[src/hw/rtl/wsf_pkg.sv]
package wsf_pkg;

	localparam int COORD_W       = 16;
	localparam int NODE_W        = 4;
	localparam int OUT_W         = 20;
	localparam int NUM_FIELDS    = 10;
	localparam int IN_TDATA_W    = 48;
	localparam int OUT_TDATA_W   = 208;
	localparam int FRAC_BITS_DEF = 14;
	// coordinate magnitude bound in bits, used when one is smaller than it
	localparam int MIN_WIDE      = 17;
	localparam int OUT_MAX       = 524287;
	localparam int OUT_MIN       = -524288;

	// result field slots, lowest first
	localparam int FLD_SHAPE = 0;
	localparam int FLD_DR    = 1;
	localparam int FLD_DS    = 2;
	localparam int FLD_DT    = 3;
	localparam int FLD_DRR   = 4;
	localparam int FLD_DSS   = 5;
	localparam int FLD_DTT   = 6;
	localparam int FLD_DRS   = 7;
	localparam int FLD_DST   = 8;
	localparam int FLD_DRT   = 9;

	// node order: bottom corners, top corners, bottom edges, top edges, vertical edges
	typedef enum logic [NODE_W-1:0] {
		NODE_B0, NODE_B1, NODE_B2,
		NODE_T0, NODE_T1, NODE_T2,
		NODE_EB0, NODE_EB1, NODE_EB2,
		NODE_ET0, NODE_ET1, NODE_ET2,
		NODE_V0, NODE_V1, NODE_V2
	} node_t;

	typedef struct packed {
		logic  valid;
		node_t node;
	} tag_t;

endpackage

[src/hw/rtl/wsf_stage1.sv]
module wsf_stage1 import wsf_pkg::*; #(
	parameter int FRAC_BITS = FRAC_BITS_DEF,
	localparam int XB = (FRAC_BITS > MIN_WIDE) ? FRAC_BITS : MIN_WIDE,
	localparam int VW = 3 * XB - 2 * FRAC_BITS + 8
) (
	input  logic                      clk,
	input  logic                      arst_n,
	input  tag_t                      tag_in,
	output logic                      ready_in,
	input  logic signed [COORD_W-1:0] r_in,
	input  logic signed [COORD_W-1:0] s_in,
	input  logic signed [COORD_W-1:0] t_in,
	output tag_t                      tag_s1,
	input  logic                      ready_out,
	output logic signed [COORD_W-1:0] r_s1,
	output logic signed [COORD_W-1:0] s_s1,
	output logic signed [COORD_W-1:0] t_s1,
	output logic signed [VW-1:0]      tt_s1,
	output logic signed [VW-1:0]      pb_s1,
	output logic signed [VW-1:0]      pc_s1,
	output logic signed [VW-1:0]      pd_s1
);

	localparam int LW = XB + 5;
	localparam int PW = 2 * LW;

	logic signed [LW-1:0] rl, sl, tl, one, h, u, w, tn;
	logic signed [LW-1:0] b_a, b_b, c_a, c_b, d_a;
	logic                 c_half;
	logic signed [PW-1:0] pb, pc, pd, pt;

	function automatic logic signed [VW-1:0] rnd(input logic signed [PW-1:0] p,
			input logic half);
		logic signed [PW-1:0] bias;
		logic signed [PW-1:0] sum;
		bias = half ? (PW'(1) <<< FRAC_BITS) : (PW'(1) <<< (FRAC_BITS - 1));
		sum  = p + bias;
		return half ? VW'(sum >>> (FRAC_BITS + 1)) : VW'(sum >>> FRAC_BITS);
	endfunction

	assign rl  = LW'(r_in);
	assign sl  = LW'(s_in);
	assign tl  = LW'(t_in);
	assign one = LW'(1) <<< FRAC_BITS;
	assign h   = one >>> 1;
	assign u   = one - rl - sl;
	assign w   = rl + sl - one;
	assign tn  = tl - one;

	// pick the first-level product operands for this node
	always_comb begin
		b_a    = '0;
		b_b    = '0;
		c_a    = '0;
		c_b    = '0;
		c_half = 1'b0;
		d_a    = (tag_in.node == NODE_B2) ? sl : rl;
		case (tag_in.node)
			NODE_B0: begin
				b_a = u; b_b = 2 * u - one;
				c_a = w; c_b = 2 * rl + 2 * sl + 2 * tl - one; c_half = 1'b1;
			end
			NODE_B1: begin
				b_a = rl; b_b = 2 * rl - one;
				c_a = rl; c_b = one - 2 * rl + 2 * tl; c_half = 1'b1;
			end
			NODE_B2: begin
				b_a = sl; b_b = 2 * sl - one;
				c_a = sl; c_b = one - 2 * sl + 2 * tl; c_half = 1'b1;
			end
			NODE_T0: begin
				b_a = u; b_b = 2 * u - one;
				c_a = w; c_b = 2 * rl + 2 * sl - 2 * tl - one; c_half = 1'b1;
			end
			NODE_T1: begin
				b_a = rl; b_b = 2 * rl - one;
				c_a = rl; c_b = rl + tl - h;
			end
			NODE_T2: begin
				b_a = sl; b_b = 2 * sl - one;
				c_a = sl; c_b = sl + tl - h;
			end
			NODE_EB0, NODE_ET0: begin
				b_a = rl; b_b = u;
				c_a = rl; c_b = w;
			end
			NODE_EB1, NODE_ET1: begin
				b_a = rl; b_b = sl;
				c_a = rl; c_b = sl;
			end
			NODE_EB2, NODE_ET2: begin
				b_a = sl; b_b = u;
				c_a = sl; c_b = w;
			end
			NODE_V0: begin
				c_a = w; c_b = tl;
			end
			NODE_V1: begin
				c_a = rl; c_b = tl;
			end
			NODE_V2: begin
				c_a = sl; c_b = tl;
			end
			default: begin
				b_a = '0;
			end
		endcase
	end

	assign pb = PW'(b_a) * PW'(b_b);
	assign pc = PW'(c_a) * PW'(c_b);
	assign pd = PW'(d_a) * PW'(tn);
	assign pt = PW'(tl) * PW'(tl);

	assign ready_in = !tag_s1.valid || ready_out;

	// advance the control tag
	always_ff @(posedge clk or negedge arst_n) begin
		if (!arst_n) begin
			tag_s1 <= '0;
		end else if (ready_in) begin
			tag_s1 <= tag_in;
		end
	end

	// register products and carry the coordinate
	always_ff @(posedge clk) begin
		if (ready_in && tag_in.valid) begin
			r_s1  <= r_in;
			s_s1  <= s_in;
			t_s1  <= t_in;
			tt_s1 <= rnd(pt, 1'b0);
			pb_s1 <= rnd(pb, 1'b0);
			pc_s1 <= rnd(pc, c_half);
			pd_s1 <= rnd(pd, 1'b0);
		end
	end

endmodule

[config.mk]
export PLATFORM = sky130hd
export DESIGN_NAME = wsf_stage1
export DESIGN_NICKNAME = d
export VERILOG_FILES = /design/src/hw/rtl/wsf_pkg.sv /design/src/hw/rtl/wsf_stage1.sv
export SDC_FILE = /design/constraint.sdc
export NUM_CORES = 2
export LEC_CHECK = 0
export BUFFER_PORTS_ARGS = -buffer_cell sky130_fd_sc_hd__clkbuf_2
export CAP_MARGIN = 20
export CORE_AREA = 2 2 320 322
export DETAILED_ROUTE_END_ITERATION = 6
export DIE_AREA = 0 0 322 324
export GPL_ROUTABILITY_DRIVEN = 0
export HOLD_SLACK_MARGIN = 0.1
export PLACE_DENSITY = 0.87
export RECOVER_POWER = 25
export SYNTH_ARGS = -nofsm -noshare
export SYNTH_HDL_FRONTEND = slang
export SYNTH_SLANG_ARGS = --single-unit
[constraint.sdc]
create_clock -name clk -period 16.7 [get_ports clk]
set_input_delay 2.505 -clock clk [delete_from_list [all_inputs] [get_ports clk]]
set_output_delay 2.505 -clock clk [all_outputs]
set_load 0.05 [all_outputs]
==> out/results.tsv <==
metric	value	unit
start_util	64.6	%
syn_nets	9248	
grt_max_degree	154	
synth-seq-area-share	7.24	%
min-delay-start	tag_s1[2]	
dr.pass1.iters	7	
ys_top_cells_by_count	inv_1 (1613), fa_1 (1440), nand2_1 (919)	
syn_inst	7081	
cts_buffers	17	
area_delta_synth_final	4.33	%
clock_path_buffers	2	
cts_sinks	158	
vias_per_cell	6.26	
route.vias.total	53114	
coreArea	0.101	mm²
post_cts_buffers	0	
track_usage	37.9	%
synth.area.top_cells	fa_1 (44%), ha_1 (13%), inv_1 (9.3%)	
cpMostUsedCell	fa_1	
setup_violations	0	
timing.final.crit_share	89.8	%
synth_top_area_share	44.2	%
ys_types	108	
arrival	15320	ps
fin_util	67.3	%
grt_antenna_before_repair	8	
synth_enable_flop_cells	153	
die-area	0.104	mm²
worstSetupPathType	in -> reg	
fin_worst_skew	21.6	ps
wire_per_inst	22.6	µm
clkSlewWorstSetupHoldPaths	100	ps
ios	234	
drive_gt1_share	5.24	%
yosysWarnings	0	
hp-class	reg -> reg	
clkLatencyLatePin	570	ps
die_w	322	µm
rows	117	
drc_errors	130	
violations	design-rule violations, max-capacitance violations, max-slew violations	
dp.cells	8439	
num-fill-cells	7308	
max_stage_delay	1630	ps
dp_hpwl	152000	µm
hold_buffers	0	
crit_path_start	t_in[7]	
first_global_vias	57357	
cp_max_fo	29	
cts.htree.levels	4	
rsz0062_at_grt	no	
die_h	324	µm
slowest_stage	clkbuf_1	
fin_cells	8478	
root_buffer	clkbuf_16	
max_freq	66.7	MHz
synth_seq_cells	158	
cp.required	17020	ps
synth_largest_area_cell	fa_1	
worst_pin_slew	9540	ps
avgSynthCellArea	9.21	µm²
ys.flop_type	edfxtp_1	
grt_overflow	0	
wirelength	192000	µm
critPathCaptureType	flop	
outcome	finished with violations	
nets	9316	
antenna_left	0	
whs_path_depth	2	
grt_pass1_wl	302000	µm
syn_area	0.0652	mm²
slew_viol_final	543	
final.setup.tns	0	ps
final.min_clock_period	15000	ps
rr_startpoint	tag_s1[4]	
cts_tree	yes	
max_cap_violations	15	
drt_first_iter_violations	6525	
r2r_cells	3	
async_flop_share	3.16	%
portBuffers	233	
synthMostInstantiatedCell	inv_1	
critPathLaunchType	input pin	
max_slew_margin	-536	%
hold_violations	0	
cts_resized	0	
[routing by layer]
layer  vias up  global-route usage (%)  wire, µm
li1      22024                       -         -
met3      1209                    13.6     27600
met4         6                    26.4     16200
met1     25888                    44.1     62300
met2      3987                    58.8     85500
met5         -                   0.139        57
[metrics by stage]
stage / instance area [µm²] / hold WS, ps / setup WS (ps)
2_1_floorplan: 65200 / 761 / 3520
3_3_place_gp: 67500 / 467 / 2350
3_5_place_dp: 67500 / 480 / 2090
4_1_cts: 68100 / 502 / 2580
5_1_grt: 68000 / 530 / 1210
6_report: 68000 / 496 / 1700
[flip-flops by register name, indices dropped and copies added, names as in the netlist]
name,cells
t_s1,16
tag_s1,5
pb_s1,30
s_s1,16
pd_s1,26
pc_s1,30
tt_s1,19
r_s1,16
[cell families (layout without fill, tap and decap cells)]
group,count (synthesis),in the layout,synth area share [%]
xor gates and xnor gates,228,228,3.06
muxes,18,18,0.311
adders and majority gates,2114,2114,57.1
and+or+nand+nor,1749,1749,11.6
other,0,7,0
DFF,158,158,7.24
buffers and inverters,1886,1967,11.1
AOI/OAI and AO/OA,928,928,9.59
[path summary, 6_finish.rpt]
| path | to | slack [ps] |
|---|---|---|
| hold reg to reg | tag_s1[2] | 500 |
| setup reg to reg | t_s1[10] | 8550 |
| hold / removal | tag_s1[2] | 500 |
| max in group asynchronous | tag_s1[1] | 14710 |
| setup / recovery | pc_s1[28] | 1700 |
| min in group asynchronous | tag_s1[2] | 1750 |
[critical path, delay by kind of cell]
kind                       cells  cell delay (ps)
and+or+nand+nor                6             1820
adders and majority gates      9             4930
buffers and inverters          7             3150
xor gates and xnor gates       1              190
AOI/OAI and AO/OA             10             2680
[final cells by class]
type | count | area (µm²) | area share [%]
multi-input combinational | 5037 | 53300 | 78.3
inverter | 1621 | 6080 | 8.94
sequential | 158 | 4720 | 6.94
timing repair buffer | 314 | 1670 | 2.46
tap | 1309 | 1640 | 2.41
clock buffer | 17 | 425 | 0.625
clock inverter | 15 | 191 | 0.281
antenna | 7 | 17.5 | 0.0258
[layout by cell type, fill, tap and decap left out, drive strengths merged, types with 10 or more instances in the layout]
cell    count
a211oi     32
a21boi     10
a21o      102
a21oi     267
a221o      14
a221oi     23
a222oi     14
a22oi      35
a31oi      52
and2       80
and3       18
and4       11
buf        65
clkbuf    266
clkinv     13
edfxtp    153
fa       1440
ha        671
inv      1623
nand2     919
nand2b     37
nand3      45
nand4      24
nor2      443
nor2b      34
nor3       49
o211ai     26
o21a       39
o21ai     153
o21bai     25
o22ai      17
o31ai      21
or2        32
or3        22
xnor2     146
xor2       82
Power is not shown: default switching activity piles up to over one toggle a cycle in this logic, so the estimate is an artifact.
