<file path="config.mk">
export PLATFORM = sky130hd
export DESIGN_NAME = wsf_issue
export DESIGN_NICKNAME = d
export VERILOG_FILES = /design/src/hw/rtl/wsf_pkg.sv /design/src/hw/rtl/wsf_issue.sv
export SDC_FILE = /design/constraint.sdc
export NUM_CORES = 1
export LEC_CHECK = 0
export BUFFER_PORTS_ARGS = -buffer_cell sky130_fd_sc_hd__buf_2
export CAP_MARGIN = 20
export CORE_ASPECT_RATIO = 1.1
export CORE_MARGIN = 2
export CORE_UTILIZATION = 45
export DETAILED_ROUTE_END_ITERATION = 6
export PLACE_DENSITY = 0.84
export SLEW_MARGIN = 20
export SYNTH_ARGS = -nofsm -noshare
export SYNTH_HDL_FRONTEND = slang
export SYNTH_SLANG_ARGS = --single-unit
</file>
<file path="constraint.sdc">
create_clock -name clk -period 10.1 [get_ports clk]
set_input_delay 2.02 -clock clk [delete_from_list [all_inputs] [get_ports clk]]
set_output_delay 2.02 -clock clk [all_outputs]
set_load 0.03 [all_outputs]
</file>
<file path="src/hw/rtl/wsf_pkg.sv">
package wsf_pkg;

	localparam int COORD_W       = 16;
	localparam int NODE_W        = 4;
	localparam int OUT_W         = 20;
	localparam int NUM_FIELDS    = 10;
	localparam int IN_TDATA_W    = 48;
	localparam int OUT_TDATA_W   = 208;
	localparam int FRAC_BITS_DEF = 14;
	// coordinate magnitude bound in bits, used when one is smaller than it
	localparam int MIN_WIDE      = 17;
	localparam int OUT_MAX       = 524287;
	localparam int OUT_MIN       = -524288;

	// result field slots, lowest first
	localparam int FLD_SHAPE = 0;
	localparam int FLD_DR    = 1;
	localparam int FLD_DS    = 2;
	localparam int FLD_DT    = 3;
	localparam int FLD_DRR   = 4;
	localparam int FLD_DSS   = 5;
	localparam int FLD_DTT   = 6;
	localparam int FLD_DRS   = 7;
	localparam int FLD_DST   = 8;
	localparam int FLD_DRT   = 9;

	// node order: bottom corners, top corners, bottom edges, top edges, vertical edges
	typedef enum logic [NODE_W-1:0] {
		NODE_B0, NODE_B1, NODE_B2,
		NODE_T0, NODE_T1, NODE_T2,
		NODE_EB0, NODE_EB1, NODE_EB2,
		NODE_ET0, NODE_ET1, NODE_ET2,
		NODE_V0, NODE_V1, NODE_V2
	} node_t;

	typedef struct packed {
		logic  valid;
		node_t node;
	} tag_t;

endpackage

</file>
<file path="src/hw/rtl/wsf_issue.sv">
module wsf_issue import wsf_pkg::*; (
	input  logic                      clk,
	input  logic                      arst_n,
	input  logic                      in_valid,
	output logic                      in_ready,
	input  logic signed [COORD_W-1:0] r_in,
	input  logic signed [COORD_W-1:0] s_in,
	input  logic signed [COORD_W-1:0] t_in,
	output tag_t                      tag_out,
	input  logic                      ready_out,
	output logic signed [COORD_W-1:0] r_q,
	output logic signed [COORD_W-1:0] s_q,
	output logic signed [COORD_W-1:0] t_q
);

	logic  busy_q;
	node_t cnt_q;
	logic  issue;
	logic  last;

	assign issue         = busy_q && ready_out;
	assign last          = (cnt_q == NODE_V2);
	assign in_ready      = !busy_q || (ready_out && last);
	assign tag_out.valid = busy_q;
	assign tag_out.node  = cnt_q;

	// walk the node counter; take a new coordinate once the last node leaves
	always_ff @(posedge clk or negedge arst_n) begin
		if (!arst_n) begin
			busy_q <= 1'b0;
			cnt_q  <= NODE_B0;
		end else begin
			if (issue) begin
				cnt_q  <= last ? NODE_B0 : node_t'(cnt_q + 4'd1);
				busy_q <= !last;
			end
			if (in_valid && in_ready) begin
				busy_q <= 1'b1;
				cnt_q  <= NODE_B0;
			end
		end
	end

	// hold the coordinate for all fifteen nodes
	always_ff @(posedge clk) begin
		if (in_valid && in_ready) begin
			r_q <= r_in;
			s_q <= s_in;
			t_q <= t_in;
		end
	end

endmodule

</file>
==> results of run 1 <==
[flip-flops by register name, summed over array words and instances (netlist names)]
signal	flops
cnt_q	4
t_q	16
r_q	16
s_q	16
busy_q	1
[path summary, 6_finish.rpt]
check,start,end,slack (ps),cells after the start
max,ready_out,in_ready,5410,4
min,cnt_q[3]$_DFFE_PN0P_,cnt_q[3]$_DFFE_PN0P_,570,1
max reg2reg,cnt_q[0]$_DFFE_PN0P_,t_q[0]$_DFFE_PP_,8140,5
min reg2reg,cnt_q[3]$_DFFE_PN0P_,cnt_q[3]$_DFFE_PN0P_,570,1
max in group asynchronous,arst_n,cnt_q[1]$_DFFE_PN0P_,8440,1
min in group asynchronous,arst_n,busy_q$_DFFE_PN0P_,1520,1
[per-layer routing]
metal | global-route usage [%] | up-vias
li1 | - | 533
met2 | 28.1 | 69
met4 | 4.35 | 0
met1 | 21.2 | 527
met5 | 0 | -
met3 | 5.19 | 4
[final cells by class]
| cell class | count | area share (%) |
|---|---|---|
| sequential | 53 | 64.7 |
| timing repair buffer | 106 | 22.0 |
| clock buffer | 6 | 3.00 |
| tap | 50 | 2.58 |
| inverter | 3 | 0.465 |
| clock inverter | 2 | 0.620 |
| multi-input combinational | 24 | 6.66 |
[worst max-delay path, cell delays in order]
cell	delay, ps
buf_2	130
nand4_1	180
nand2_1	140
buf_2	200
[through the flow]
step	cells	cell area, µm²	util, %	worst slack (ps)	total power, mW
after floorplan	82	1750	-	5110	0.313
after global placement	236	2330	63.4	5430	0.338
after detailed placement	236	2330	63.4	5410	0.341
after CTS	244	2420	65.8	5410	0.453
after global routing	244	2420	65.8	5350	0.471
final	244	2420	65.8	5410	0.448
[cells by family (layout without fill, tap and decap cells)]
group / count (synthesis) / in the layout / share of synthesized area (%)
flip-flops: 53 / 53 / 89.7
adder cells (fa/ha/maj): 2 / 2 / 1.43
multiplexers: 1 / 1 / 0.573
AND/OR/NAND/NOR: 13 / 13 / 3.80
AO/OA/AOI/OAI: 8 / 8 / 2.79
buffers and inverters: 5 / 117 / 1.72
[cells in the final DEF, fill, tap and decap left out]
master / count
mux2i_1: 1
buf_4: 1
inv_1: 3
clkbuf_8: 5
edfxtp_1: 48
nor2_1: 1
nand3_2: 1
o221ai_1: 1
nand4b_1: 1
o211ai_1: 1
a21oi_4: 1
nand3_1: 3
dfrtp_1: 5
clkbuf_1: 1
ha_1: 2
nand4_1: 1
clkinvlp_4: 2
o31ai_1: 1
a21oi_1: 2
o21ai_0: 2
nand2_1: 6
buf_2: 105
[report_power, final]
part           switching (mW)  internal (mW)  leakage (nW)  total, mW
clock                  0.0635         0.0488        0.0374      0.112
sequential             0.0128          0.253         0.490      0.265
combinational          0.0451         0.0251         0.500     0.0702
total                   0.121          0.327          1.03      0.448
==> results by group, run 1 <==
Status
  • Status: complete, no violations

Global route
  • First-pass GRT wire length: 5.53 mm
  • GRT Total Usage: 16.7%
  • Overflow after GRT: 0
  • Pin count of the biggest net entering global routing: 49
  • Antenna violations before repair: 0
  • Vias in the first global route: 1094

Drt
  • M1 WL: 1.40 mm
  • Iter 0 DRT Violations: 101
  • Routed wl met3: 344 µm
  • Uppermost layer routed: met4
  • Routed len/inst: 14.5 µm
  • Vias: 1133
  • Antenna-violating nets left: 0
  • DRT Pass-1 Iters: 4
  • Final wirelength: 3.55 mm
  • Via-per-instance ratio: 4.64
  • DRC violations left: 0
  • Met2 wire len: 1.77 mm

Floorplanning
  • Io pins: 106
  • Cell Rows: 23
  • Core Area: 3680 µm²
  • Die Y: 69.3 µm
  • Starting Density: 47.4%
  • Die width: 63.4 µm
  • Die area: 4400 µm²

Clocking
  • H-Tree Level Count: 2
  • Maximum clock path buffer count: 2
  • Worst skew pair latency: 290 ps
  • CTS root buf: clkbuf_8
  • Hold-fix buffers, CTS: 0
  • Sink Count: 53
  • Clock-pin transition on the worst setup and hold timing paths: 90 ps
  • CTS tree: yes
  • Post-CTS setup buffers: 0
  • # resized after CTS: 0
  • Total CTS buffers: 5

Layout
  • N_diodes: 0
  • FF/Latch Area: 1570 µm²
  • Multi-input gate area in the final layout: 161 µm²
  • Fraction of layout cells with a size suffix above 1: 59.3%
  • Final #Nets: 247
  • Area Overhead vs Synth: 38.7%
  • Filler Cells Inserted: 293

Place
  • DP HPWL: 2.67 mm
  • Number of port buffers: 105
  • GP Congestion: 0.774

Pwr
  • VDD IR max: 112 µV
  • PD cells: 185 nW/µm²
  • LEAKAGE: 1.03 nW

Synth
  • Synth warn: 0
  • Mapped Area: 1750 µm²
  • Top cells by count, synth: edfxtp_1, nand2_1, dfrtp_1
  • Area share of the largest cell type after synthesis: 82.5%
  • Largest cells by area after synthesis: edfxtp_1, dfrtp_1, ha_1, nand2_1, a21oi_1
  • Async SR Flop Fraction: 9.43%
  • Mapped Cells: 82
  • Syn_nets: 136
  • Most numerous cell in the Yosys netlist: edfxtp_1
  • Syn Area/Cell: 21.3 µm²
  • Flip-flop and latch count after synthesis: 53
  • Sequential area share after synthesis: 89.7%
  • Yosys top cell by area: edfxtp_1
  • Number of flops mapped to enable cells by yosys: 48
  • Distinct cells, synth: 18
  • Top_reg_cell synth: edfxtp_1

Critical path
  • CP max FO: 6
  • Critical Path AT: 2670 ps
  • Worst EP required: 8080 ps
  • Worst setup SP type: input port
  • WS Path Type: in2out
  • CP endpoint kind: primary output

STA
  • Max Freq: 0.213 GHz
  • Setup TNS: 0 ps
  • Worst Max-Slew Pin Slew: 570 ps
  • RSZ-0062 raised after global routing: false
  • Layout Skew: 4.56 ps
  • Max-Slew Margin vs Limit: 62.0%
  • Endpoints failing setup: 0
  • Min Tclk post-route: 4690 ps
  • Fin. Hold Viols: 0
  • Final Max Tran Viols: 0
  • Final period util: 46.5%
  • Worst hold slack: 572 ps

Min path
  • Worst Hold Class: reg2reg

Job
  • MaxCap Viol Count: 0
Note: power is estimated with default switching activity, not from simulation.
==> run 2, diff against run 1 <==
--- a/config.mk
+++ b/config.mk
@@ -9,9 +9,9 @@
 export CAP_MARGIN = 20
 export CORE_ASPECT_RATIO = 1.1
 export CORE_MARGIN = 2
-export CORE_UTILIZATION = 45
+export CORE_UTILIZATION = 42
 export DETAILED_ROUTE_END_ITERATION = 6
-export PLACE_DENSITY = 0.84
+export PLACE_DENSITY = 0.79
 export SLEW_MARGIN = 20
 export SYNTH_ARGS = -nofsm -noshare
 export SYNTH_HDL_FRONTEND = slang
==> constraint.sdc (replaced) <==
create_clock -name clk -period 4.7 [get_ports clk]
set_input_delay 0.94 -clock clk [delete_from_list [all_inputs] [get_ports clk]]
set_output_delay 0.94 -clock clk [all_outputs]
set_load 0.03 [all_outputs]
==> run 2 against run 1 <==
Via count is 2.5% lower; clock power rose to 2.6 times the previous value; sequential power up 120%; total power up 130%; routed wire length is 4.0% lower; global-route usage is 2.8 points lower; critical path type unchanged.
==> results by group, run 2 (synthesis results as in run 1) <==
Status
  • Status: complete, no violations

Layout
  • N_diodes: 0
  • Area Overhead vs Synth: 40.2%
  • Fraction of layout cells with a size suffix above 1: 59.3%
  • Final Util: 61.3%
  • Largest registers: r_q (16), s_q (16), t_q (16)
  • Final instance area: 2450 µm²
  • Final #Nets: 247
  • Filler Cells Inserted: 309
  • Final cell count without fillers: 246
  • Most common cell after layout, fill and taps aside: buf_2
  • Most frequent cells in the layout: buf_2, edfxtp_1, nand2_1

Floorplanning
  • Cell Rows: 24
  • Die Y: 71.6 µm
  • Io pins: 106
  • Die area: 4690 µm²
  • Starting Density: 43.7%
  • Die width: 65.5 µm
  • Core Area: 3990 µm²

STA
  • Endpoints failing setup: 0
  • Final worst slack: 2150 ps
  • Setup TNS: 0 ps
  • Fin. Hold Viols: 0
  • Min Tclk post-route: 2550 ps
  • Final Max Tran Viols: 0
  • Max-Slew Margin vs Limit: 42.8%
  • Worst Max-Slew Pin Slew: 857 ps
  • Max Freq: 0.392 GHz
  • Layout Skew: 5.84 ps
  • RSZ-0062 raised after global routing: false
  • Final period util: 54.3%

Critical path
  • CP max FO: 6
  • CP endpoint kind: primary output
  • Worst r2r src: cnt_q[0]$_DFFE_PN0P_
  • Reg-to-reg endpoint: r_q[8]$_DFFE_PP_
  • Reg2Reg Depth: 5
  • Critical Path AT: 1610 ps
  • Worst EP required: 3760 ps
  • WS Path Type: in2out
  • Worst setup SP type: input port
  • R2r setup slk: 2320 ps

Global route
  • Overflow after GRT: 0
  • Antenna violations before repair: 0
  • GRT Total Usage: 14.0%
  • Pin count of the biggest net entering global routing: 30
  • First-pass GRT wire length: 4.78 mm
  • Vias in the first global route: 1051

Clocking
  • Post-CTS setup buffers: 0
  • Maximum clock path buffer count: 2
  • Worst skew pair latency: 290 ps
  • Clock-pin transition on the worst setup and hold timing paths: 80 ps
  • Sink Count: 53
  • CTS root buf: clkbuf_8
  • H-Tree Level Count: 2
  • Total CTS buffers: 5
  • CTS tree: yes
  • Hold-fix buffers, CTS: 0
  • # resized after CTS: 0

Drt
  • Antenna-violating nets left: 0
  • DRC violations left: 0
  • Final wirelength: 3.40 mm
  • Vias: 1105
  • Via-per-instance ratio: 4.49
  • DRT Pass-1 Iters: 4
  • Routed len/inst: 13.8 µm
  • Iter 0 DRT Violations: 125

Place
  • Number of port buffers: 105
  • DP Area: 2340 µm²
  • Dpl cells: 238
  • GP Congestion: 0.794
  • Place WS: 1940 ps
  • DP HPWL: 2.73 mm

Pwr
  • LEAKAGE: 1.05 nW
  • VDD IR max: 315 µV
  • PD cells: 415 nW/µm²

Min path
  • Worst Hold Class: in2async

Job
  • MaxCap Viol Count: 0
run 2: changes by cell type in the layout (fill, tap and decap cells not counted), sizes merged:
| cell | previous run | this run |
|---|---|---|
| clkinvlp | 2 | 0 |
| clkinv | 0 | 1 |
| bufinv | 0 | 1 |
run 2: power by group:
| part | internal, mW | switching (mW) | total [mW] |
|---|---|---|---|
| clock | 0.160 | 0.134 | 0.294 |
| combinational | 0.0536 | 0.0992 | 0.153 |
| sequential | 0.543 | 0.0271 | 0.570 |
| total | 0.756 | 0.261 | 1.02 |
run 2: worst max-delay path, stage by stage:
cell and delay [ps]:
buf_2 140, nand4_1 190, nand2_1 140, buf_2 200
run 2: how the worst max path moves through the flow:
stage / from / to / depth (start not counted)
floorplan: ready_out / r_q[0]$_DFFE_PP_ / 2
global placement: ready_out / t_q[7]$_DFFE_PP_ / 4
detailed placement: ready_out / r_q[2]$_DFFE_PP_ / 4
CTS: ready_out / in_ready / 4
global route: ready_out / in_ready / 4
finish: ready_out / in_ready / 4
run 2: metal layers:
metal,wire (µm),GRT usage [%],up-vias
met3,419,5.81,2
met5,0,0,-
li1,-,-,535
met4,12,3.47,0
met1,1270,15.8,497
met2,1700,24.5,71
run 2: through the flow:
step,hold WS [ps],power (mW)
floorplan,644,0.673
global placement,538,0.730
detailed placement,559,0.737
finish,446,1.02
CTS,436,1.03
global route,441,1.07
run 2: cell type report:
type,instances,area (µm²),share of cell area (%)
sequential,53,1570,64.0
tap,52,65.1,2.66
clock inverter,2,38.8,1.58
timing repair buffer,106,533,21.8
inverter,3,11.3,0.460
multi-input combinational,24,161,6.59
clock buffer,6,72.6,2.96
